===== src/ffra_pkg.sv =====
// ffra_pkg: shared types and codes for the first-fit allocator
// depends on nothing; used by ffra_ctrl, ffra_dp and the top level
package ffra_pkg;

	// command codes
	localparam logic [1:0] CMD_ALLOC = 2'd0;
	localparam logic [1:0] CMD_FREE  = 2'd1;
	localparam logic [1:0] CMD_ADDREF = 2'd2;

	// status codes
	localparam logic [1:0] ST_OK       = 2'd0;
	localparam logic [1:0] ST_NOFIT    = 2'd1;
	localparam logic [1:0] ST_NOTFOUND = 2'd2;
	localparam logic [1:0] ST_FULL     = 2'd3;

	localparam int START_W = 16;
	localparam int SIZE_W  = 16;

	// datapath operations issued by the controller
	typedef enum logic [3:0] {
		OP_NONE,
		OP_LOAD,       // latch the request
		OP_FSCAN,      // test free entry at index
		OP_FTAKE,      // shrink hit free entry, append held entry
		OP_HSCAN,      // test held entry at index
		OP_DEC,        // decrement count
		OP_INC,        // saturating increment
		OP_FSHIFT,     // move free entry idx-1 to idx
		OP_FPUSH,      // write removed block to free entry 0
		OP_HSHIFT,     // move held entry idx+1 to idx
		OP_SUM,        // add free size at index to total
		OP_FCLR,       // set free table to a single block
		OP_REPACK      // restart held entry at index
	} dp_op_t;

	typedef struct packed {
		dp_op_t     op;
		logic [8:0] idx;
	} dp_cmd_t;

	typedef struct packed {
		logic [1:0] command;
		logic       free_hit;   // free size at index >= request
		logic       held_hit;   // held start at index == address
		logic       count_gt1;
		logic [8:0] free_used;
		logic [8:0] held_used;
		logic [8:0] found;
	} dp_stat_t;

endpackage


===== src/ffra_ctrl.sv =====
// ffra_ctrl: sequencer stepping through table scans and updates
// depends on ffra_pkg
module ffra_ctrl #(
	parameter int FREE_SLOTS = 32,
	parameter int HELD_SLOTS = 32
) (
	input  logic               clk,
	input  logic               arst_n,
	input  logic               start,
	input  logic               out_free,
	input  ffra_pkg::dp_stat_t stat,
	output ffra_pkg::dp_cmd_t  cmd,
	output logic [1:0]         set_status,
	output logic               set_result,
	output logic               busy,
	output logic               done
);
	import ffra_pkg::*;

	typedef enum logic [3:0] {
		S_IDLE, S_DISPATCH, S_FSCAN, S_HSCAN, S_ACT, S_FSHIFT, S_HSHIFT,
		S_SUM, S_REPACK, S_WAIT
	} state_t;

	state_t state_q;
	logic [8:0] idx_q;

	// command decode per state
	always_comb begin
		cmd.op = OP_NONE;
		cmd.idx = idx_q;
		set_result = 1'b0;
		set_status = ST_OK;
		unique case (state_q)
			S_IDLE: if (start) cmd.op = OP_LOAD;
			S_DISPATCH: begin
				if (stat.command == CMD_ALLOC) begin
					if (stat.held_used >= 9'(HELD_SLOTS)) begin
						set_result = 1'b1;
						set_status = ST_FULL;
					end
				end else if (stat.command == CMD_FREE || stat.command == CMD_ADDREF) begin
					if (stat.held_used == 9'd0) begin
						set_result = 1'b1;
						set_status = ST_NOTFOUND;
					end
				end else begin
					set_result = 1'b1;
					set_status = ST_NOTFOUND;
				end
			end
			S_FSCAN: if (idx_q >= stat.free_used || idx_q >= 9'(FREE_SLOTS))
					cmd.op = OP_NONE;
				else if (stat.free_hit) begin
					cmd.op = OP_FTAKE;
					set_result = 1'b1;
				end
			S_HSCAN: if (stat.held_hit) cmd.op = OP_HSCAN;
				else if (idx_q + 9'd1 >= stat.held_used) begin
					set_result = 1'b1;
					set_status = ST_NOTFOUND;
				end
			S_ACT: if (stat.command == CMD_ADDREF) begin
					cmd.op = OP_INC;
					set_result = 1'b1;
				end else if (stat.count_gt1) begin
					cmd.op = OP_DEC;
					set_result = 1'b1;
				end else if (stat.free_used >= 9'(FREE_SLOTS)) begin
					set_result = 1'b1;
					set_status = ST_FULL;
				end
			S_FSHIFT: cmd.op = (idx_q == 9'd0) ? OP_FPUSH : OP_FSHIFT;
			S_HSHIFT: begin
				cmd.op = OP_HSHIFT;
				if (idx_q + 9'd1 >= stat.held_used) set_result = 1'b1;
			end
			S_SUM: cmd.op = (idx_q < stat.free_used && idx_q < 9'(FREE_SLOTS)) ? OP_SUM : OP_FCLR;
			S_REPACK: if (idx_q < stat.held_used) cmd.op = OP_REPACK;
				else begin
					set_result = 1'b1;
					set_status = ST_NOFIT;
				end
			S_WAIT: ;
			default: ;
		endcase
	end

	// state register
	always_ff @(posedge clk or negedge arst_n) begin
		if (!arst_n) begin
			state_q <= S_IDLE;
			idx_q <= '0;
			done <= 1'b0;
		end else begin
			unique case (state_q)
				S_IDLE: if (start) state_q <= S_DISPATCH;
				S_DISPATCH: begin
					idx_q <= '0;
					if (set_result) begin
						state_q <= S_WAIT;
						done <= 1'b1;
					end else if (stat.command == CMD_ALLOC) state_q <= S_FSCAN;
					else state_q <= S_HSCAN;
				end
				S_FSCAN: if (cmd.op == OP_FTAKE) begin
						state_q <= S_WAIT;
						done <= 1'b1;
					end else if (idx_q >= stat.free_used || idx_q >= 9'(FREE_SLOTS)) begin
						idx_q <= '0;
						state_q <= S_SUM;
					end else idx_q <= idx_q + 9'd1;
				S_HSCAN: if (cmd.op == OP_HSCAN) state_q <= S_ACT;
					else if (set_result) begin
						state_q <= S_WAIT;
						done <= 1'b1;
					end else idx_q <= idx_q + 9'd1;
				S_ACT: if (set_result) begin
						state_q <= S_WAIT;
						done <= 1'b1;
					end else begin
						idx_q <= stat.free_used;
						state_q <= S_FSHIFT;
					end
				S_FSHIFT: if (idx_q == 9'd0) begin
						idx_q <= stat.found;
						state_q <= S_HSHIFT;
					end else idx_q <= idx_q - 9'd1;
				S_HSHIFT: if (set_result) begin
						state_q <= S_WAIT;
						done <= 1'b1;
					end else idx_q <= idx_q + 9'd1;
				S_SUM: if (cmd.op == OP_FCLR) begin
						idx_q <= '0;
						state_q <= S_REPACK;
					end else idx_q <= idx_q + 9'd1;
				S_REPACK: if (set_result) begin
						state_q <= S_WAIT;
						done <= 1'b1;
					end else idx_q <= idx_q + 9'd1;
				// result item taken, back to idle
				S_WAIT: if (!done || out_free) begin
						state_q <= S_IDLE;
						done <= 1'b0;
					end
				default: state_q <= S_IDLE;
			endcase
		end
	end

	assign busy = (state_q != S_IDLE);

endmodule

===== config.mk =====
export PLATFORM = sky130hd
export DESIGN_NAME = ffra_ctrl
export DESIGN_NICKNAME = d
export VERILOG_FILES = /design/src/ffra_pkg.sv /design/src/ffra_ctrl.sv
export SDC_FILE = /design/constraint.sdc
export NUM_CORES = 1
export LEC_CHECK = 0
export BUFFER_PORTS_ARGS = -buffer_cell sky130_fd_sc_hd__buf_2
export CAP_MARGIN = 15
export CORE_AREA = 2 2 96 79
export DETAILED_ROUTE_END_ITERATION = 16
export DIE_AREA = 0 0 98 81
export SETUP_SLACK_MARGIN = 0.4
export SYNTH_ARGS = -nofsm -noshare
export SYNTH_HDL_FRONTEND = slang
export SYNTH_SLANG_ARGS = --single-unit

===== constraint.sdc =====
create_clock -name clk -period 4 [get_ports clk]
set_clock_uncertainty 0.05 [all_clocks]
set_input_delay 0.6 -clock clk [delete_from_list [all_inputs] [get_ports clk]]
set_output_delay 0.6 -clock clk [all_outputs]
set_load 0.05 [all_outputs]

# Yosys cells after proc, flatten, opt, wreduce, memory -nomap -nowiden
# Cells that the tools add are included.
[totals] ff_bits=14 in_bits=36
[classes] muxes=59 order_cmp=8 n_reduce_logical=17 n_eq_ne=23 add_sub_neg=2
[ops] cell="9-bit two-way mux" count=7
[ops] cell="9-bit one-hot mux with 7 select lines" count=1
[ops] cell="4-bit two-way mux" count=12
[ops] cell="4-bit one-hot mux with 9 select lines" count=1
[ops] cell="4-bit one-hot mux with 8 select lines" count=1
[ops] cell="9-bit by 6-bit >= comparator with 1-bit output (second input constant)" count=3
[ops] cell="2-bit two-way mux" count=11
[ops] cell="4-bit by 3-bit == test with 1-bit output (second input constant)" count=5
[ops] cell="1-bit two-way mux" count=20
[ops] cell="9-bit >= comparator" count=2
[ops] cell="9-bit zero test" count=2
[ops] cell="9-bit less-than comparator" count=2
[ops] cell="2-bit != test (second input constant)" count=8
[ops] cell="4-bit by 2-bit == test with 1-bit output (second input constant)" count=3
[ops] cell="4-bit == test (second input constant)" count=3
[ops] cell="9-bit by 1-bit adder with 9-bit output (second input constant)" count=1
[ops] cell="9-bit by 6-bit less-than comparator with 1-bit output (second input constant)" count=1
[ops] cell="3-bit two-way mux" count=3
[ops] cell="9-bit by 1-bit subtractor with 9-bit output (second input constant)" count=1
[ops] cell="2-bit one-hot mux with 4 select lines" count=1
[ops] cell="4-bit AND reduction" count=2
[ops] cell="4-bit nonzero test" count=2
[ops] cell="7-bit nonzero test" count=1
[ops] cell="1-bit one-hot mux with 6 select lines" count=1
[ops] cell="13 further kinds" count=15

# Longest topological paths before layout
# Gate-level depths: netlist (run 1).
[depth] ltp_word=8 ltp_mapped=13 ltp_nobuf=12

# Worst setup path after synthesis (run 1)
# No wires, ideal clock.
[synth_path] path_type="reg2out" start="register idx_q[2]" end="output port set_status[1]" path_slack_ns=-0.818 path_stages_with_launch=12 arrival_ns=4.168 cell_sequence="dfrtp_1 buf_1 and3_1 and3_1 and3_1 xor2_1 ha_1 nand3_1 a21oi_1 nand2b_1 a21oi_1 o311ai_0"
[synth_via] elab_chain_cells=5
[synth_lines] item="start, declared" line_no="ffra_ctrl.sv:26" rtl="logic [8:0] idx_q;"
[synth_lines] item="start signal, assigned" line_no="ffra_ctrl.sv:112" rtl="end else idx_q <= idx_q + 9'd1;"
[synth_lines] item="start signal, assigned" line_no="ffra_ctrl.sv:117" rtl="end else idx_q <= idx_q + 9'd1;"
[synth_lines] item="start signal, assigned" line_no="ffra_ctrl.sv:122" rtl="idx_q <= stat.free_used;"
[synth_lines] item="9-bit by 1-bit adder with 9-bit output" line_no="ffra_ctrl.sv:59" rtl="else if (idx_q + 9'd1 >= stat.held_used) begin"
[synth_lines] item="9-bit >= comparator" line_no="ffra_ctrl.sv:59"
[synth_lines] item="2-bit two-way mux" line_no="ffra_ctrl.sv:59"
[synth_lines] item="2-bit two-way mux" line_no="ffra_ctrl.sv:58" rtl="S_HSCAN: if (stat.held_hit) cmd.op = OP_HSCAN;"
[synth_lines] item="2-bit one-hot mux with 4 select lines" line_no="ffra_ctrl.sv:34" rtl="unique case (state_q)"
[synth_lines] item="end, declared" line_no="ffra_ctrl.sv:13" rtl="output logic [1:0] set_status,"
# Every way passes these cells.

# Worst setup path after layout (run 1)
[layout_path] start="register idx_q[0]" end="output port set_result"
[layout_via] elab_chain_cells=5 word_cells_on_any_way=11 classes_between="add/sub: 1; order compare: 4; mux: 5; reduce/logical: 1"
[layout_lines] item="9-bit by 1-bit adder with 9-bit output" line_no="ffra_ctrl.sv:59, ffra_ctrl.sv:76"
[layout_lines] item="9-bit >= comparator" line_no="ffra_ctrl.sv:59, ffra_ctrl.sv:76"
[layout_lines] item="1-bit two-way mux" line_no="ffra_ctrl.sv:59, ffra_ctrl.sv:76"
[layout_lines] item="1-bit two-way mux" line_no="ffra_ctrl.sv:58"
[layout_lines] item="1-bit one-hot mux with 6 select lines (*)" line_no="ffra_ctrl.sv:34"
[layout_lines] item="end, declared" line_no="ffra_ctrl.sv:14" rtl="output logic set_result,"
# Every way passes the cells marked *; elsewhere a longest branch is shown, timed or not.

==> results_dict.tcl, run 1 <==
set metrics [dict create \
    ys.flop_type "dfrtp_1" \
    postSynth.asyncResetShare 1.00 \
    antenna_found_initial 0 \
    finalSetupTns_ps 0 \
    path_delay_family "simple AND/OR/NAND/NOR gates" \
    worst_r2r_endpoint "idx_q[4]" \
    ys_seq_elements 14 \
    grt_max_degree 21 \
    setup_slack_ps 444 \
    placed_area_um2 2730 \
    place_inst 450 \
    synth_compound_area_frac 0.277 \
    grt_util_met3 0.0241 \
    fin_cells 460 \
    cts_hold_buf 0 \
    dieArea_um2 7940 \
    syn-instance-count 320 \
    path_clk_slew_ps 70 \
    end_kind "primary output" \
    seq_area_frac_synth 0.147 \
    drt-vias-per-instance 5.63 \
    h-tree-depth 1 \
    crit_buf_inv 1 \
    comb_power_share 0.774 \
    top_usage_layer "met2" \
    cts_inserted_buffers 3 \
    avgSynthCellArea_um2 7.44 \
    cpMaxStageDelayCell "dfrtp_2" \
    grt_setup_unrepaired "true" \
    synth_top_cell_by_area "ha_1" \
    clk_path_buf_depth 2 \
    start_util 0.335 \
    swShare 0.586 \
    grt_pass1_vias 2425 \
    report.final.slew_viol_count 0 \
    grt_use_total 0.186 \
    core_area_um2 7110 \
    layout-area-overhead-vs-synth_pct 19.5 \
    finalPower_mw 2.10 \
    cts_tree "yes" \
    p_seq_frac 0.154 \
    critPathRequiredTime_ps 3350 \
    port-buffer-count 53 \
    start_kind "register" \
    switchingPower_mw 1.23 \
    grt_pass1_wl_um 12100 \
    drt_iter0_drc 287 \
    muxShareOfSynthArea 0.0126 \
    synth.area.top_cells "ha_1, dfrtp_1, inv_1" \
    synth_xor_area_frac 0.0404 \
    drcViolationCount 0 \
    cp-startpoint "idx_q[0]" \
    crit_type "reg -> out" \
    timing.rr.start "idx_q[0]" \
    synth_top_family_by_area "simple AND/OR/NAND/NOR gates" \
    die_h_um 81 \
    dr_total_vias 2592 \
    globalplace.congestion 0.901 \
    setup_viol 0 \
    yosys.area_share.simple 0.282 \
    arrival_ps 2910 \
    synth_edf_count 0 \
    clkSinkCount 14 \
    synth_nets 387 \
    synth_top_area_frac 0.163 \
    status "finished, final reports clean" \
    grt.overflow.total 0 \
    finalWirelength_um 7550 \
    diodes 0 \
    hold_class "in -> async" \
    final_hold_viol_count 0 \
    synth-adder-area-share 0.163 \
    r2r_cells 13 \
    layout_min_cycle_time_ps 3560 \
    io_pins 54 \
    holdWs_ps 194 \
    nets 438 \
    worstMarginPinSlew_ps 662 \
    drtPass1Iterations 7 \
    crit_path_max_fanout 6 \
    grt_util_met2 0.288 \
    clockPowerShare 0.071 \
    antenna_left 0 \
    ys_warn_count 0 \
    worstPathCellList "ha_2, and3_1, and3_1, xnor2_1, ha_1, a21o_1, a21oi_2, nand2b_1, o221a_2, nor2_2, nand2_1, buf_4" \
    fmax_mhz 281 \
    p_per_area_nw_per_um2 736 \
    drive_gt1_frac 0.227 \
    dp_slack_ps 573 \
    wire_per_inst_um 16.4 \
    rows 28 \
    grt_util_met1 0.268 \
    fin_area_um2 2850 \
    crit_cells 12 \
    internal_power_uw 869 \
    fin_crit_sh 0.889 \
    vdd.ir_drop.worst_mv 0.318 \
    cpMostUsedCell "and3_1" \
    max_cap_viol_count 0 \
    synth.most_common_cell "ha_1" \
    yosysUniqueCellTypes 64 \
    die_x_um 98 \
    max_stage_delay_ps 450 \
    p_leak_nw 1.45 \
    cts_root_buffer "clkbuf_8" \
    final_core_util 0.400 \
    clk_latency_ps 260 \
    dp_hpwl_um 5980 \
    synth_common_cells "ha_1, inv_1, nand2_1, nor2_1, a21oi_1" \
    timing.reg2reg.setup_slack_ps 760 \
    crit_path_end "set_result" \
    slew_headroom 0.552 \
    synth_area_um2 2380 \
]
## power by group through the flow
stage	Sequential (mW)	Clock [mW]	Combinational, mW
global placement	0.330	0	1.54
finish	0.324	0.149	1.62
detailed placement	0.333	0	1.55
CTS	0.334	0.149	1.56
global route	0.334	0.153	1.77
floorplan	0.347	0	1.18
## state kept, by name, indices dropped and copies added, names as in the netlist
signal	cells
idx_q	9
state_q	4
done	1
## layout by cell type (no fill, tap or decap), types with 2 or more instances in the layout
master	synthesis	routed
nor3b_1	2	2
o2bb2ai_1	5	5
nand3b_1	2	2
dfrtp_2	0	3
o21a_1	2	2
nor2b_1	4	4
nand2_1	29	29
mux2i_1	3	3
buf_2	5	51
clkbuf_8	0	4
nand3_1	12	12
ha_1	31	30
inv_1	29	29
o22ai_1	3	3
a21o_1	2	2
o211ai_1	6	6
a22oi_1	2	2
o2111ai_1	2	2
nand2b_1	8	8
a211oi_1	3	3
and3_1	9	9
buf_4	0	12
xor2_1	4	4
o31a_1	4	4
nor3_1	6	6
o21ai_1	8	8
nor2_2	1	2
nand4b_1	2	2
nor4b_1	2	2
nand4_1	5	5
a31oi_1	3	3
a221oi_1	4	4
nor4_1	4	4
a21oi_1	17	16
a21boi_0	2	2
nor2_1	27	26
xnor2_1	7	7
o21ai_0	14	14
dfrtp_1	14	11
## worst register-to-register path, cell delays in order (launching register included)
cell	delay, ps
dfrtp_2	450
ha_2	230
and3_1	190
and3_1	220
xnor2_1	180
ha_1	270
a21o_1	170
a21oi_2	160
nand2b_1	70
o221a_2	290
nor4b_2	260
buf_4	230
nand2_1	190
o2bb2ai_1	190
## cells by family (layout without fill, tap and decap cells)
logic type / after synthesis / after routing
AOI/OAI and AO/OA: 92 / 92
xor gates and xnor gates: 11 / 11
adders and majority gates: 31 / 31
buffers and inverters: 46 / 96
DFF: 14 / 14
muxes: 3 / 3
and+or+nand+nor: 123 / 123
## how the worst min path moves through the flow
stage | to | depth (start not counted)
floorplan | done | 0
global placement | idx_q[3] | 1
detailed placement | idx_q[3] | 1
CTS | idx_q[3] | 1
global route | idx_q[3] | 1
finish | idx_q[3] | 1
## repair_timing
item	4_1_cts	5_1_grt
cloned	0	0
gates resized for setup	5	3
buffers inserted	0	6
setup endpoints to repair	2	2
## metal layers
layer,vias to the layer above,wire length [um]
li1,1286,-
met1,1190,3750
met2,105,3220
met3,11,441
met4,0,130
met5,-,0
## final cells by class
cell class	instances	area, um^2
Clock buffer	4	55.1
Multi-Input combinational cell	260	1870
Fill cell	772	4260
Inverter	29	109
Sequential cell	14	354
Tap cell	90	113
Timing Repair Buffer	63	345
Power figures use the tool's default switching activity.
==> run 2, diff against run 1 <==
PLACE_DENSITY_LB_ADDON = 0.1   (was default)
==> results_dict.tcl, run 2 (synthesis results as in run 1) <==
set metrics [dict create \
    status "finished, final reports clean" \
    path_clk_slew_ps 60 \
    largest_register_ffs 9 \
    dp_hpwl_um 6430 \
    start_util 0.335 \
    p_leak_nw 1.46 \
    dp_slack_ps 593 \
    antenna_left 0 \
    fin_crit_sh 0.870 \
    clkSinkCount 14 \
    wire_per_inst_um 17.1 \
    hold_class "in -> async" \
    drcViolationCount 0 \
    finalSetupTns_ps 0 \
    drtPass1Iterations 5 \
    final_core_util 0.404 \
    cts_inserted_buffers 3 \
    worstMarginPinSlew_ps 717 \
    core_area_um2 7110 \
    final_cell_mix "buf_2, ha_1, nand2_1, inv_1, nor2_1" \
    drt-vias-per-instance 5.58 \
    layout_min_cycle_time_ps 3480 \
    h-tree-depth 1 \
    p_per_area_nw_per_um2 726 \
    fmax_mhz 287 \
    grt_pass1_wl_um 12800 \
    nets 439 \
    top_regs "idx_q: 9 flops, state_q: 4 flops, done: 1 flops" \
    arrival_ps 2830 \
    setup_viol 0 \
    dieArea_um2 7940 \
    io_pins 54 \
    grt_util_met2 0.295 \
    cts_root_buffer "clkbuf_8" \
    critPathRequiredTime_ps 3350 \
    port-buffer-count 53 \
    vdd.ir_drop.worst_mv 0.305 \
    start_kind "register" \
    end_kind "primary output" \
    layout_commonest_cell "buf_2" \
    worstPathCellList "ha_2, and3_1, and3_2, xnor2_2, ha_1, a21o_1, a21oi_2, nand2b_1, o221a_4, nor2_2, nand2_1, buf_6" \
    drive_gt1_frac 0.240 \
    grt_util_met3 0.0336 \
    die_x_um 98 \
    max_cap_viol_count 0 \
    crit_path_max_fanout 6 \
    slew_headroom 0.515 \
    clk_latency_ps 250 \
    cts_tree "yes" \
    finalWirelength_um 7910 \
    grt_use_total 0.202 \
    regMostFlops "idx_q" \
    top_usage_layer "met1" \
    globalplace.congestion 0.935 \
    rows 28 \
    max_stage_delay_ps 440 \
    grt_max_degree 23 \
    grt_setup_unrepaired "true" \
    grt_util_met1 0.310 \
    dr_total_vias 2571 \
    clk_path_buf_depth 2 \
    layout-area-overhead-vs-synth_pct 20.6 \
    diodes 0 \
    grt_pass1_vias 2390 \
    cpMaxStageDelayCell "dfrtp_2" \
    report.final.slew_viol_count 0 \
    crit_type "reg -> out" \
    final_hold_viol_count 0 \
    antenna_found_initial 0 \
    setup_slack_ps 521 \
    die_h_um 81 \
    grt.overflow.total 0 \
    drt_iter0_drc 215 \
]
## run 2: area by class of cell
| class | instances | area (um^2) |
|---|---|---|
| inverter | 29 | 109 |
| multi-input combinational | 260 | 1900 |
| sequential | 14 | 354 |
| timing repair buffer | 64 | 357 |
| clock buffer | 4 | 45.0 |
| fill | 756 | 4240 |
| tap | 90 | 113 |
## run 2: path summary, 6_finish.rpt
path,startpoint,endpoint,slack (ps),cells past startpoint
max,idx_q[0],set_result,520,12
min,arst_n,idx_q[2],210,1
max reg2reg,idx_q[0],idx_q[2],760,13
min reg2reg,done,done,620,2
max in group asynchronous,arst_n,idx_q[0],3400,1
min in group clk,stat[8],idx_q[8],610,3
## run 2: critical path, delay by kind of cell (launching register included)
family / cells / cell delay [ps]
AOI/OAI and AO/OA: 3 / 580
xor gates and xnor gates: 1 / 150
adders and majority gates: 2 / 520
buffers and inverters: 1 / 160
DFF: 1 / 440
and+or+nand+nor: 5 / 720
## run 2: repair_timing
item	4_1_cts	5_1_grt
pin swaps	0	1
setup endpoints to repair	2	2
buffers inserted	0	5
gates resized for setup	4	10
hold buffers	0	0
## run 2: layer usage
layer | up-vias | routed length (um)
met5 | - | 0
met4 | 0 | 48
met3 | 4 | 579
met2 | 94 | 3170
met1 | 1187 | 4110
li1 | 1286 | -
## run 2: metrics by stage
stage               instance area [um^2]  power (mW)  hold slack (ps)  instances
finish                              2870        2.09              212        461
CTS                                 2800        2.03              218        456
global route                        2870        2.29              224        461
floorplan                           2400        1.52              254        320
global placement                    2750        1.91              512        452
detailed placement                  2750        1.89              486        452
## run 2: report_power, final
part	leakage (nW)	total (mW)	switching (mW)	internal (mW)
Clock	0.0228	0.126	0.0555	0.0706
Sequential	0.179	0.336	0.144	0.192
Combinational	1.26	1.63	1.02	0.603
